**config.mk**
```make
export PLATFORM = sky130hd
export DESIGN_NAME = psce_ctrl
export DESIGN_NICKNAME = d
export VERILOG_FILES = /design/src/rtl/psce_pkg.sv /design/src/rtl/psce_ctrl.sv
export SDC_FILE = /design/constraint.sdc
export NUM_CORES = 1
export LEC_CHECK = 0
export BUFFER_PORTS_ARGS = -buffer_cell sky130_fd_sc_hd__clkbuf_2
export CAP_MARGIN = 25
export CORE_MARGIN = 5
export CORE_UTILIZATION = 55
export DETAILED_ROUTE_END_ITERATION = 12
export PLACE_DENSITY = 0.8
export RECOVER_POWER = 100
export SLEW_MARGIN = 15
export SYNTH_ARGS = -nofsm -noshare
export SYNTH_HDL_FRONTEND = slang
export SYNTH_SLANG_ARGS = --single-unit
```
**constraint.sdc**
```tcl
create_clock -name i_clk -period 4.4 [get_ports i_clk]
set_clock_uncertainty 0.05 [all_clocks]
set_input_delay 0.66 -clock i_clk [delete_from_list [all_inputs] [get_ports i_clk]]
set_output_delay 0.66 -clock i_clk [all_outputs]
set_load 0.05 [all_outputs]
```
**src/rtl/psce_pkg.sv**
```systemverilog
`default_nettype none
package psce_pkg;

    localparam logic [2:0] OP_INSERT  = 3'd0;
    localparam logic [2:0] OP_FIND    = 3'd1;
    localparam logic [2:0] OP_RELEASE = 3'd2;
    localparam logic [2:0] OP_REMOVE  = 3'd3;
    localparam logic [2:0] OP_AGE     = 3'd4;
    localparam logic [2:0] OP_CLEAR   = 3'd5;

    localparam logic [1:0] ST_OK   = 2'd0;
    localparam logic [1:0] ST_MISS = 2'd1;
    localparam logic [1:0] ST_DUP  = 2'd2;
    localparam logic [1:0] ST_FULL = 2'd3;

    localparam logic [2:0] CFG_SIZE_LIMIT    = 3'd0;
    localparam logic [2:0] CFG_GAP_LOG_MAX   = 3'd1;
    localparam logic [2:0] CFG_GAP_LOG_MIN   = 3'd2;
    localparam logic [2:0] CFG_BONUS_STEP    = 3'd3;
    localparam logic [2:0] CFG_NEWBIE_WINDOW = 3'd4;

    localparam logic [3:0] A_NOP      = 4'd0;
    localparam logic [3:0] A_LATCH    = 4'd1;
    localparam logic [3:0] A_DROP_IN  = 4'd2;
    localparam logic [3:0] A_SCAN     = 4'd3;
    localparam logic [3:0] A_ROOM     = 4'd4;
    localparam logic [3:0] A_DROP_VIC = 4'd5;
    localparam logic [3:0] A_INS_WR   = 4'd6;
    localparam logic [3:0] A_GAP_INIT = 4'd7;
    localparam logic [3:0] A_GAP_STEP = 4'd8;
    localparam logic [3:0] A_HIST     = 4'd9;
    localparam logic [3:0] A_SUM      = 4'd10;
    localparam logic [3:0] A_MUL      = 4'd11;
    localparam logic [3:0] A_FIND_WR  = 4'd12;
    localparam logic [3:0] A_REL      = 4'd13;
    localparam logic [3:0] A_CLEAR    = 4'd14;

    localparam logic [1:0] SC_EXPIRE = 2'd0;
    localparam logic [1:0] SC_VICTIM = 2'd1;
    localparam logic [1:0] SC_AGE    = 2'd2;

    localparam logic [15:0] REF_MAX = 16'hFFFF;

    typedef struct packed {
        logic [31:0]        size;
        logic [15:0]        refs;
        logic [47:0]        last_use;
        logic signed [63:0] score;
    } t_rec;

    typedef struct packed {
        logic [3:0] act;
        logic [1:0] mode;
        logic       emit;
        logic       emit_ev;
        logic [1:0] emit_status;
    } t_cmd;

    typedef struct packed {
        logic [2:0] op;
        logic       slot_ok;
        logic       occ_in;
        logic       overwrite;
        logic       out_free;
        logic       scan_done;
        logic       found;
        logic       more;
        logic       gap_run;
    } t_sts;

endpackage
`default_nettype wire

```
**src/rtl/psce_ctrl.sv**
```systemverilog
`default_nettype none
module psce_ctrl
    import psce_pkg::*;
(
    input  wire logic i_clk,
    input  wire logic i_rst_n,
    input  wire logic i_accept,
    input  wire t_sts i_sts,
    output t_cmd      o_cmd,
    output logic      o_idle
);

    localparam logic [4:0] S_IDLE      = 5'd0;
    localparam logic [4:0] S_DISP      = 5'd1;
    localparam logic [4:0] S_INS_DROP  = 5'd2;
    localparam logic [4:0] S_EXP_START = 5'd3;
    localparam logic [4:0] S_EXP       = 5'd4;
    localparam logic [4:0] S_ROOM      = 5'd5;
    localparam logic [4:0] S_CHK       = 5'd6;
    localparam logic [4:0] S_VIC       = 5'd7;
    localparam logic [4:0] S_EVDROP    = 5'd8;
    localparam logic [4:0] S_EVEMIT    = 5'd9;
    localparam logic [4:0] S_INS_WR    = 5'd10;
    localparam logic [4:0] S_AGE_START = 5'd11;
    localparam logic [4:0] S_AGE       = 5'd12;
    localparam logic [4:0] S_GAP_INIT  = 5'd13;
    localparam logic [4:0] S_GAP       = 5'd14;
    localparam logic [4:0] S_HIST      = 5'd15;
    localparam logic [4:0] S_SUM       = 5'd16;
    localparam logic [4:0] S_MUL       = 5'd17;
    localparam logic [4:0] S_FWR       = 5'd18;
    localparam logic [4:0] S_REL       = 5'd19;
    localparam logic [4:0] S_REM       = 5'd20;
    localparam logic [4:0] S_FIN       = 5'd21;

    logic [4:0] r_state, n_state;
    logic [1:0] r_fin, n_fin;
    logic       r_any, n_any;

    assign o_idle = (r_state == S_IDLE);

    always_ff @(posedge i_clk) begin
        if (!i_rst_n) begin
            r_state <= S_IDLE;
            r_fin   <= ST_OK;
            r_any   <= 1'b0;
        end else begin
            r_state <= n_state;
            r_fin   <= n_fin;
            r_any   <= n_any;
        end
    end

    always_comb begin
        n_state = r_state;
        n_fin   = r_fin;
        n_any   = r_any;
        o_cmd   = '0;
        unique case (r_state)
            S_IDLE: begin
                if (i_accept) begin
                    o_cmd.act = A_LATCH;
                    n_any     = 1'b0;
                    n_state   = S_DISP;
                end
            end
            S_DISP: begin
                n_state = S_FIN;
                n_fin   = ST_MISS;
                unique case (i_sts.op)
                    OP_INSERT: begin
                        if (!i_sts.slot_ok) begin
                            n_fin = ST_FULL;
                        end else if (i_sts.occ_in && !i_sts.overwrite) begin
                            n_fin = ST_DUP;
                        end else if (i_sts.occ_in) begin
                            n_state = S_INS_DROP;
                        end else begin
                            n_state = S_EXP_START;
                        end
                    end
                    OP_FIND: begin
                        if (i_sts.occ_in) n_state = S_GAP_INIT;
                    end
                    OP_RELEASE: begin
                        if (i_sts.occ_in) n_state = S_REL;
                    end
                    OP_REMOVE: begin
                        if (i_sts.occ_in) n_state = S_REM;
                    end
                    OP_AGE: begin
                        n_state = S_AGE_START;
                    end
                    OP_CLEAR: begin
                        o_cmd.act = A_CLEAR;
                        n_fin     = ST_OK;
                    end
                    default: begin
                        n_fin = ST_MISS;
                    end
                endcase
            end
            S_INS_DROP: begin
                o_cmd.act = A_DROP_IN;
                n_state   = S_EXP_START;
            end
            S_EXP_START: begin
                o_cmd.act  = A_SCAN;
                o_cmd.mode = SC_EXPIRE;
                n_state    = S_EXP;
            end
            S_EXP: begin
                if (i_sts.scan_done) n_state = S_ROOM;
            end
            S_ROOM: begin
                o_cmd.act = A_ROOM;
                n_state   = S_CHK;
            end
            S_CHK: begin
                if (i_sts.more) begin
                    o_cmd.act  = A_SCAN;
                    o_cmd.mode = SC_VICTIM;
                    n_state    = S_VIC;
                end else begin
                    n_state = S_INS_WR;
                end
            end
            S_VIC: begin
                if (i_sts.scan_done) begin
                    if (i_sts.found) begin
                        n_state = S_EVDROP;
                    end else begin
                        n_fin   = ST_FULL;
                        n_state = S_FIN;
                    end
                end
            end
            S_EVDROP: begin
                o_cmd.act = A_DROP_VIC;
                n_state   = S_EVEMIT;
            end
            S_EVEMIT: begin
                if (i_sts.out_free) begin
                    o_cmd.emit        = 1'b1;
                    o_cmd.emit_ev     = 1'b1;
                    o_cmd.emit_status = ST_OK;
                    n_any             = 1'b1;
                    n_state = (i_sts.op == OP_INSERT) ? S_CHK : S_AGE_START;
                end
            end
            S_INS_WR: begin
                o_cmd.act = A_INS_WR;
                n_fin     = ST_OK;
                n_state   = S_FIN;
            end
            S_AGE_START: begin
                o_cmd.act  = A_SCAN;
                o_cmd.mode = SC_AGE;
                n_state    = S_AGE;
            end
            S_AGE: begin
                if (i_sts.scan_done) begin
                    if (i_sts.found) begin
                        n_state = S_EVDROP;
                    end else begin
                        n_fin   = r_any ? ST_OK : ST_MISS;
                        n_state = S_FIN;
                    end
                end
            end
            S_GAP_INIT: begin
                o_cmd.act = A_GAP_INIT;
                n_state   = S_GAP;
            end
            S_GAP: begin
                if (i_sts.gap_run) begin
                    o_cmd.act = A_GAP_STEP;
                end else begin
                    n_state = S_HIST;
                end
            end
            S_HIST: begin
                o_cmd.act = A_HIST;
                n_state   = S_SUM;
            end
            S_SUM: begin
                o_cmd.act = A_SUM;
                n_state   = S_MUL;
            end
            S_MUL: begin
                o_cmd.act = A_MUL;
                n_state   = S_FWR;
            end
            S_FWR: begin
                o_cmd.act = A_FIND_WR;
                n_fin     = ST_OK;
                n_state   = S_FIN;
            end
            S_REL: begin
                o_cmd.act = A_REL;
                n_fin     = ST_OK;
                n_state   = S_FIN;
            end
            S_REM: begin
                o_cmd.act = A_DROP_IN;
                n_fin     = ST_OK;
                n_state   = S_FIN;
            end
            S_FIN: begin
                if (i_sts.out_free) begin
                    o_cmd.emit        = 1'b1;
                    o_cmd.emit_status = r_fin;
                    n_state           = S_IDLE;
                end
            end
            default: begin
                n_state = S_IDLE;
            end
        endcase
    end

endmodule
`default_nettype wire

```
==> results of run 1 <==
[report_power, final]
part,leakage (nW),internal [mW],total [mW],switching (mW)
combinational,0.397,0.257,0.736,0.479
sequential,0.0659,0.103,0.196,0.0937
clock,0.0138,0.0311,0.0541,0.0230
[path summary, 6_finish.rpt]
path | startpoint | to | slack [ns]
worst max-delay path | r_state[0]$_SDFFE_PN0P_ | o_cmd[9] | 0.90
worst min-delay path | r_fin[1]$_SDFFE_PN0P_ | r_fin[1]$_SDFFE_PN0P_ | 0.49
worst max register to register | r_state[0]$_SDFFE_PN0P_ | r_fin[0]$_SDFFE_PN0P_ | 1.73
worst min register to register | r_fin[1]$_SDFFE_PN0P_ | r_fin[1]$_SDFFE_PN0P_ | 0.49
[stage by stage]
stage	setup slack, ns	instance area, µm²	power, mW	hold WS (ns)
after floorplan	1.22	1210	0.802	0.407
after global placement	1.51	1290	0.924	0.467
after detailed placement	1.44	1290	0.936	0.470
after CTS	1.15	1320	0.998	0.487
after global routing	0.671	1290	1.06	0.502
final	0.898	1290	0.986	0.486
[sequential cells by signal, indices dropped and copies added (netlist names)]
register	flops
r_state	5
r_fin	2
r_any	1
[layout make-up]
cell class	instances	area (µm²)
repair buffers	26	118
multi-input cells	145	942
flip-flops and latches	8	160
well taps	28	35.0
clock buffers	3	22.5
fillers	219	856
inverters	4	15.0
[logic make-up (layout without fill, tap and decap cells)]
| family | count (synthesis) | after routing | synth area share (%) |
|---|---|---|---|
| buf+inv | 20 | 33 | 8.27 |
| xor+xnor | 2 | 2 | 1.45 |
| flops | 8 | 8 | 13.2 |
| compound gates | 66 | 66 | 39.0 |
| simple gates | 75 | 75 | 36.3 |
| mux | 2 | 2 | 1.76 |
[cells in the final DEF (no fill, tap or decap), drive strengths merged, types with 2 or more instances in the layout]
cell type and instances:
a2bb2oi 2, nor4bb 3, o211ai 2, o221a 3, and3 3, clkbuf 28, a211oi 3, a21o 3
inv 4, a221oi 3, o21ai 6, o21a 3, nor3 3, a211o 4, o221ai 3, nor2 16
a32oi 3, nand3b 3, nor2b 5, o32ai 2, nor4 2, nand2 11, a311oi 2, nor3b 2
nand3 4, and3b 2, dfxtp 8, o31ai 3, o22ai 2, a21oi 18, nand2b 14
[worst reg2reg max path, delay by kind of cell, from the launching register on]
kind,cells,cell delay [ns]
AOI/OAI and AO/OA,4,0.74
buffers and inverters,1,0.75
DFF,1,0.46
and+or+nand+nor,1,0.56
[layer usage]
metal,part of all wire (%),vias up,track usage [%]
met5,0,-,0
met4,2.3,0,11.6
met3,8.8,8,4.37
met2,46,69,32.8
met1,43,666,31.3
li1,-,695,-
==> reports/metrics.json, run 1 <==
{
  "run_status": {
    "outcome": "completed"
  },
  "die": {
    "die_area_mm2": 0.00324,
    "core_mm2": 0.00215,
    "std_cell_rows": 17,
    "boundaryPins": 25,
    "die_height_um": 56.9,
    "floorplan.initialDensity_pct": 56.3,
    "floorplan.die.width_um": 56.9
  },
  "logic_synthesis": {
    "synth.yosys.seq_area_share_pct": 13.2,
    "synth_warnings": 0,
    "synth.top_cell.area_share_pct": 13.2,
    "postSynthRegisterBits": 8,
    "synth_most_common_cell": "a21oi_1",
    "syn-cell-area_mm2": 0.00121,
    "syn_nets": 187,
    "count_of_flip_flops_with_a_built_in_enable_after_synthesis": 0,
    "ys_top_cells_by_count": "18 x a21oi_1, 16 x nor2_1, 12 x nand2b_1, 11 x buf_2, 11 x nand2_1",
    "async_reset_ff_share_pct": 0,
    "syn-instance-count": 173,
    "per_instance_average_area_after_synthesis_um2": 6.99,
    "synth_cell_types": 51,
    "synth_top_flop_cell": "dfxtp_1",
    "synth_top_cell_by_area": "dfxtp_1",
    "synth_area_leaders": "dfxtp_1 13%, a21oi_1 7.4%, nand2b_1 6.2%"
  },
  "cells_and_area": {
    "final_cell_count_no_fill": 214,
    "num-nets-final": 202,
    "utilization_pct": 60.2,
    "antenna_cells_inserted": 0,
    "final_layout_size_suffix_gt1_share_pct": 12.9,
    "layout-area-overhead-vs-synth_pct": 6.83
  },
  "worst_setup_path": {
    "setup.worst_path.start_class": "flop",
    "critical_path.max_fanout": 25,
    "crit_path_top_delay_cell": "clkbuf_1",
    "critical_path.top_delay_family": "buffers and inverters",
    "critPathArrivalTime_ns": 2.79,
    "criticalPathCategory": "flop to primary output",
    "crit_path_cell_trace": "clkbuf_1 -> nand3_1 -> nor2_1 -> nand3_1 -> o211ai_1 -> clkbuf_1",
    "critical_path.endpoint_type": "primary output",
    "crit_cells": 6,
    "critPathMaxStageDelay_ns": 0.75,
    "critPathRequiredTime_ns": 3.69,
    "timing.critical_path.buf_inv": 2,
    "ff2ff_path_depth": 6
  },
  "timing": {
    "fmaxAchievable_mhz": 286,
    "final.min_clock_period_ns": 3.50,
    "timing.slew.headroom_pct": 36.6,
    "max_slew.worst_pin.slew_ns": 0.951,
    "finalSetupTns_ns": 0,
    "min_period_over_period_pct": 79.6,
    "total_count_of_max_transition_violations_in_the_final_report": 0,
    "unrepaired_setup_endpoints_after_global_routing": "no",
    "timing.final.setup_violations": 0,
    "final-hold-violation-count": 0
  },
  "hold_path": {
    "type_of_the_most_critical_hold_path": "flop to flop",
    "hold_depth": 1
  },
  "routing": {
    "drtAntennaViolNets": 0,
    "number_of_search_and_repair_iterations_in_the_first_detailed_routing_pass": 4,
    "detail_route.drc_violations": 0,
    "average_wire_per_cell_in_the_routed_design_um": 16.9,
    "wl_mm": 3.62,
    "route.detailed.vias_per_inst": 6.72,
    "detailroute.via_count": 1438,
    "dr.first_iter.drc_count": 72
  },
  "power_and_ir_drop": {
    "peakVddDrop_mv": 0.450,
    "leakage_nw": 0.477,
    "power_per_cell_area_mw_per_mm2": 763
  },
  "global_route": {
    "grt_usage_pct": 22.6,
    "via_count_of_the_first_global_routing_pass": 1228,
    "antenna_violations_before_repair": 0,
    "overflow": 0,
    "maximum_number_of_pins_on_one_net_before_global_route_repair": 27,
    "grt_first_pass_wirelength_mm": 5.89
  },
  "cts": {
    "ctsHoldBuffers": 0,
    "cts_post_setup_buffers_inserted": 0,
    "cts-htree-levels": 1,
    "clock-root-buffer": "clkbuf_4",
    "clock_insertion_delay_worst_skew_ns": 0.25,
    "cts_tree": "done",
    "cts_sinks": 8,
    "cts_buffers": 3,
    "clock_path_buffers": 2,
    "ctsResizeCount": 0,
    "clkSlewWorstSetupHoldPaths_ns": 0.05
  },
  "flow_run": {
    "drv.max_cap_violation_count": 0
  },
  "place": {
    "gpl.final_weighted_congestion": 1.01,
    "io_buffer_count": 24,
    "dp_cells": 211,
    "dpl.hpwl_mm": 2.74
  }
}
(Power assumes the default switching activity.)
==> run 2: changes to the inputs <==
Settings changed: CORE_UTILIZATION 55 to 49, PLACE_DENSITY 0.8 to 0.75.
Clock period 4.4 ns to 3.21 ns, I/O delays scaled along.
==> reports/metrics.json, run 2 (same netlist as run 1, synthesis figures left out) <==
{
  "worst_setup_path": {
    "critical_path.max_fanout": 19,
    "criticalPathCategory": "flop to primary output",
    "critPathArrivalTime_ns": 2.39,
    "critical_path.endpoint_type": "primary output",
    "reg2reg_from": "r_state[2]$_SDFFE_PN0P_",
    "critPathRequiredTime_ns": 2.68,
    "crit_path_start": "r_state[2]$_SDFFE_PN0P_",
    "setup.worst_path.start_class": "flop"
  },
  "die": {
    "std_cell_rows": 18,
    "boundaryPins": 25,
    "die_area_mm2": 0.00356,
    "core_mm2": 0.00241,
    "floorplan.initialDensity_pct": 50.2,
    "die_height_um": 59.7,
    "floorplan.die.width_um": 59.7
  },
  "power_and_ir_drop": {
    "leakage_nw": 0.488,
    "power.share.clock_pct": 5.7,
    "power_per_cell_area_mw_per_mm2": 1060,
    "power_report.internal_total_uw": 551,
    "pwr-share-seq_pct": 17.4,
    "peakVddDrop_mv": 0.703,
    "proportion_of_power_drawn_by_combinational_gates_pct": 76.9,
    "power.switching_uw": 842,
    "sw_frac_of_total_pct": 60.4
  },
  "routing": {
    "dr.first_iter.drc_count": 102,
    "average_wire_per_cell_in_the_routed_design_um": 18.3,
    "drtAntennaViolNets": 0,
    "number_of_search_and_repair_iterations_in_the_first_detailed_routing_pass": 5,
    "detailroute.via_count": 1479,
    "wl_mm": 4.02,
    "detail_route.drc_violations": 0,
    "route.detailed.vias_per_inst": 6.75
  },
  "cts": {
    "cts_post_setup_buffers_inserted": 0,
    "cts-htree-levels": 1,
    "clock_path_buffers": 2,
    "cts_tree": "done",
    "ctsHoldBuffers": 0,
    "ctsResizeCount": 0,
    "clock_insertion_delay_worst_skew_ns": 0.26,
    "clock-root-buffer": "clkbuf_4",
    "clkSlewWorstSetupHoldPaths_ns": 0.06,
    "cts_buffers": 3,
    "cts_sinks": 8
  },
  "place": {
    "gpl.final_weighted_congestion": 1.04,
    "dpl.hpwl_mm": 3.07,
    "dp_cells": 216,
    "post-place-ws_ns": 0.646,
    "io_buffer_count": 24,
    "place_area_mm2": 0.00132
  },
  "global_route": {
    "grt_first_pass_wirelength_mm": 6.54,
    "via_count_of_the_first_global_routing_pass": 1334,
    "overflow": 0,
    "antenna_violations_before_repair": 0,
    "grt_usage_pct": 24.1,
    "maximum_number_of_pins_on_one_net_before_global_route_repair": 21
  },
  "timing": {
    "max_slew.worst_pin.slew_ns": 0.655,
    "timing.final.setup_violations": 0,
    "fin_ws_ns": 0.290,
    "min_period_over_period_pct": 91.0,
    "final-hold-violation-count": 0,
    "timing.slew.headroom_pct": 56.2,
    "final.min_clock_period_ns": 2.92,
    "total_count_of_max_transition_violations_in_the_final_report": 0,
    "finalSetupTns_ns": 0,
    "fmaxAchievable_mhz": 343,
    "unrepaired_setup_endpoints_after_global_routing": "no"
  },
  "cells_and_area": {
    "nFillCells": 243,
    "antenna_cells_inserted": 0,
    "utilization_pct": 54.4,
    "final_layout_size_suffix_gt1_share_pct": 14.3,
    "mostFrequentLayoutCell": "a21oi_1",
    "final_cell_count_no_fill": 219,
    "reg_top3": "r_state: 5 flops, r_fin: 2 flops, r_any: 1 flops",
    "num-nets-final": 205,
    "largest_register_by_flop_count": "r_state",
    "final_cell_mix": "18 x a21oi_1, 16 x nor2_1, 14 x nand2b_1, 14 x clkbuf_2",
    "final_area_mm2": 0.00131,
    "number_of_flip_flops_under_the_largest_register_name": 5,
    "layout-area-overhead-vs-synth_pct": 8.38
  },
  "run_status": {
    "outcome": "completed"
  },
  "flow_run": {
    "drv.max_cap_violation_count": 0
  },
  "hold_path": {
    "type_of_the_most_critical_hold_path": "input port to flop",
    "hold_start": "i_rst_n"
  }
}
## run 2: cell count changes in the layout (fill, tap and decap cells not counted), sizes merged
cell and change:
buf +3
## run 2: final cells by class
cell class,count,area [µm²],share of cell area (%)
repair buffers,29,141,10.8
multi-input cells,145,935,71.3
inverters,4,15.0,1.15
clock buffers,3,22.5,1.72
flip-flops and latches,8,160,12.2
well taps,30,37.5,2.86
## run 2: power by group through the flow
stage / Clock (mW) / Combinational, mW / Sequential (mW)
4_1_cts: 0.0802 / 1.09 / 0.236
6_report: 0.0793 / 1.07 / 0.243
2_1_floorplan: 0 / 0.928 / 0.171
3_3_place_gp: 0 / 1.06 / 0.231
5_1_grt: 0.0874 / 1.15 / 0.253
3_5_place_dp: 0 / 1.08 / 0.238
## run 2: worst paths after layout
kind	endpoint	cells past startpoint	slack (ns)
hold / removal	r_state[3]$_SDFFE_PN0P_	2	0.46
hold reg to reg	r_fin[1]$_SDFFE_PN0P_	1	0.48
setup reg to reg	r_state[3]$_SDFFE_PN0P_	6	0.64
setup / recovery	o_cmd[3]	5	0.29
## run 2: critical path, cell delays in order (launching register included)
cell	delay, ns
dfxtp_1	0.74
clkbuf_1	0.52
nand3b_1	0.13
o21a_1	0.15
nor2_1	0.10
clkbuf_1	0.48
## run 2: metal layers
metal | wire [µm] | share of wire (%) | vias to the layer above | GRT usage, %
met1 | 1570 | 39 | 670 | 32.4
met5 | 0 | 0 | - | 0
met2 | 1880 | 47 | 96 | 36.4
li1 | - | - | 698 | -
met3 | 420 | 10 | 15 | 4.10
met4 | 148 | 3.7 | 0 | 13.0
## run 2: stage by stage
stage | hold WS [ns] | power, mW
after floorplan | 0.407 | 1.10
after global placement | 0.471 | 1.30
after detailed placement | 0.472 | 1.32
after CTS | 0.456 | 1.41
after global routing | 0.455 | 1.49
final | 0.464 | 1.39
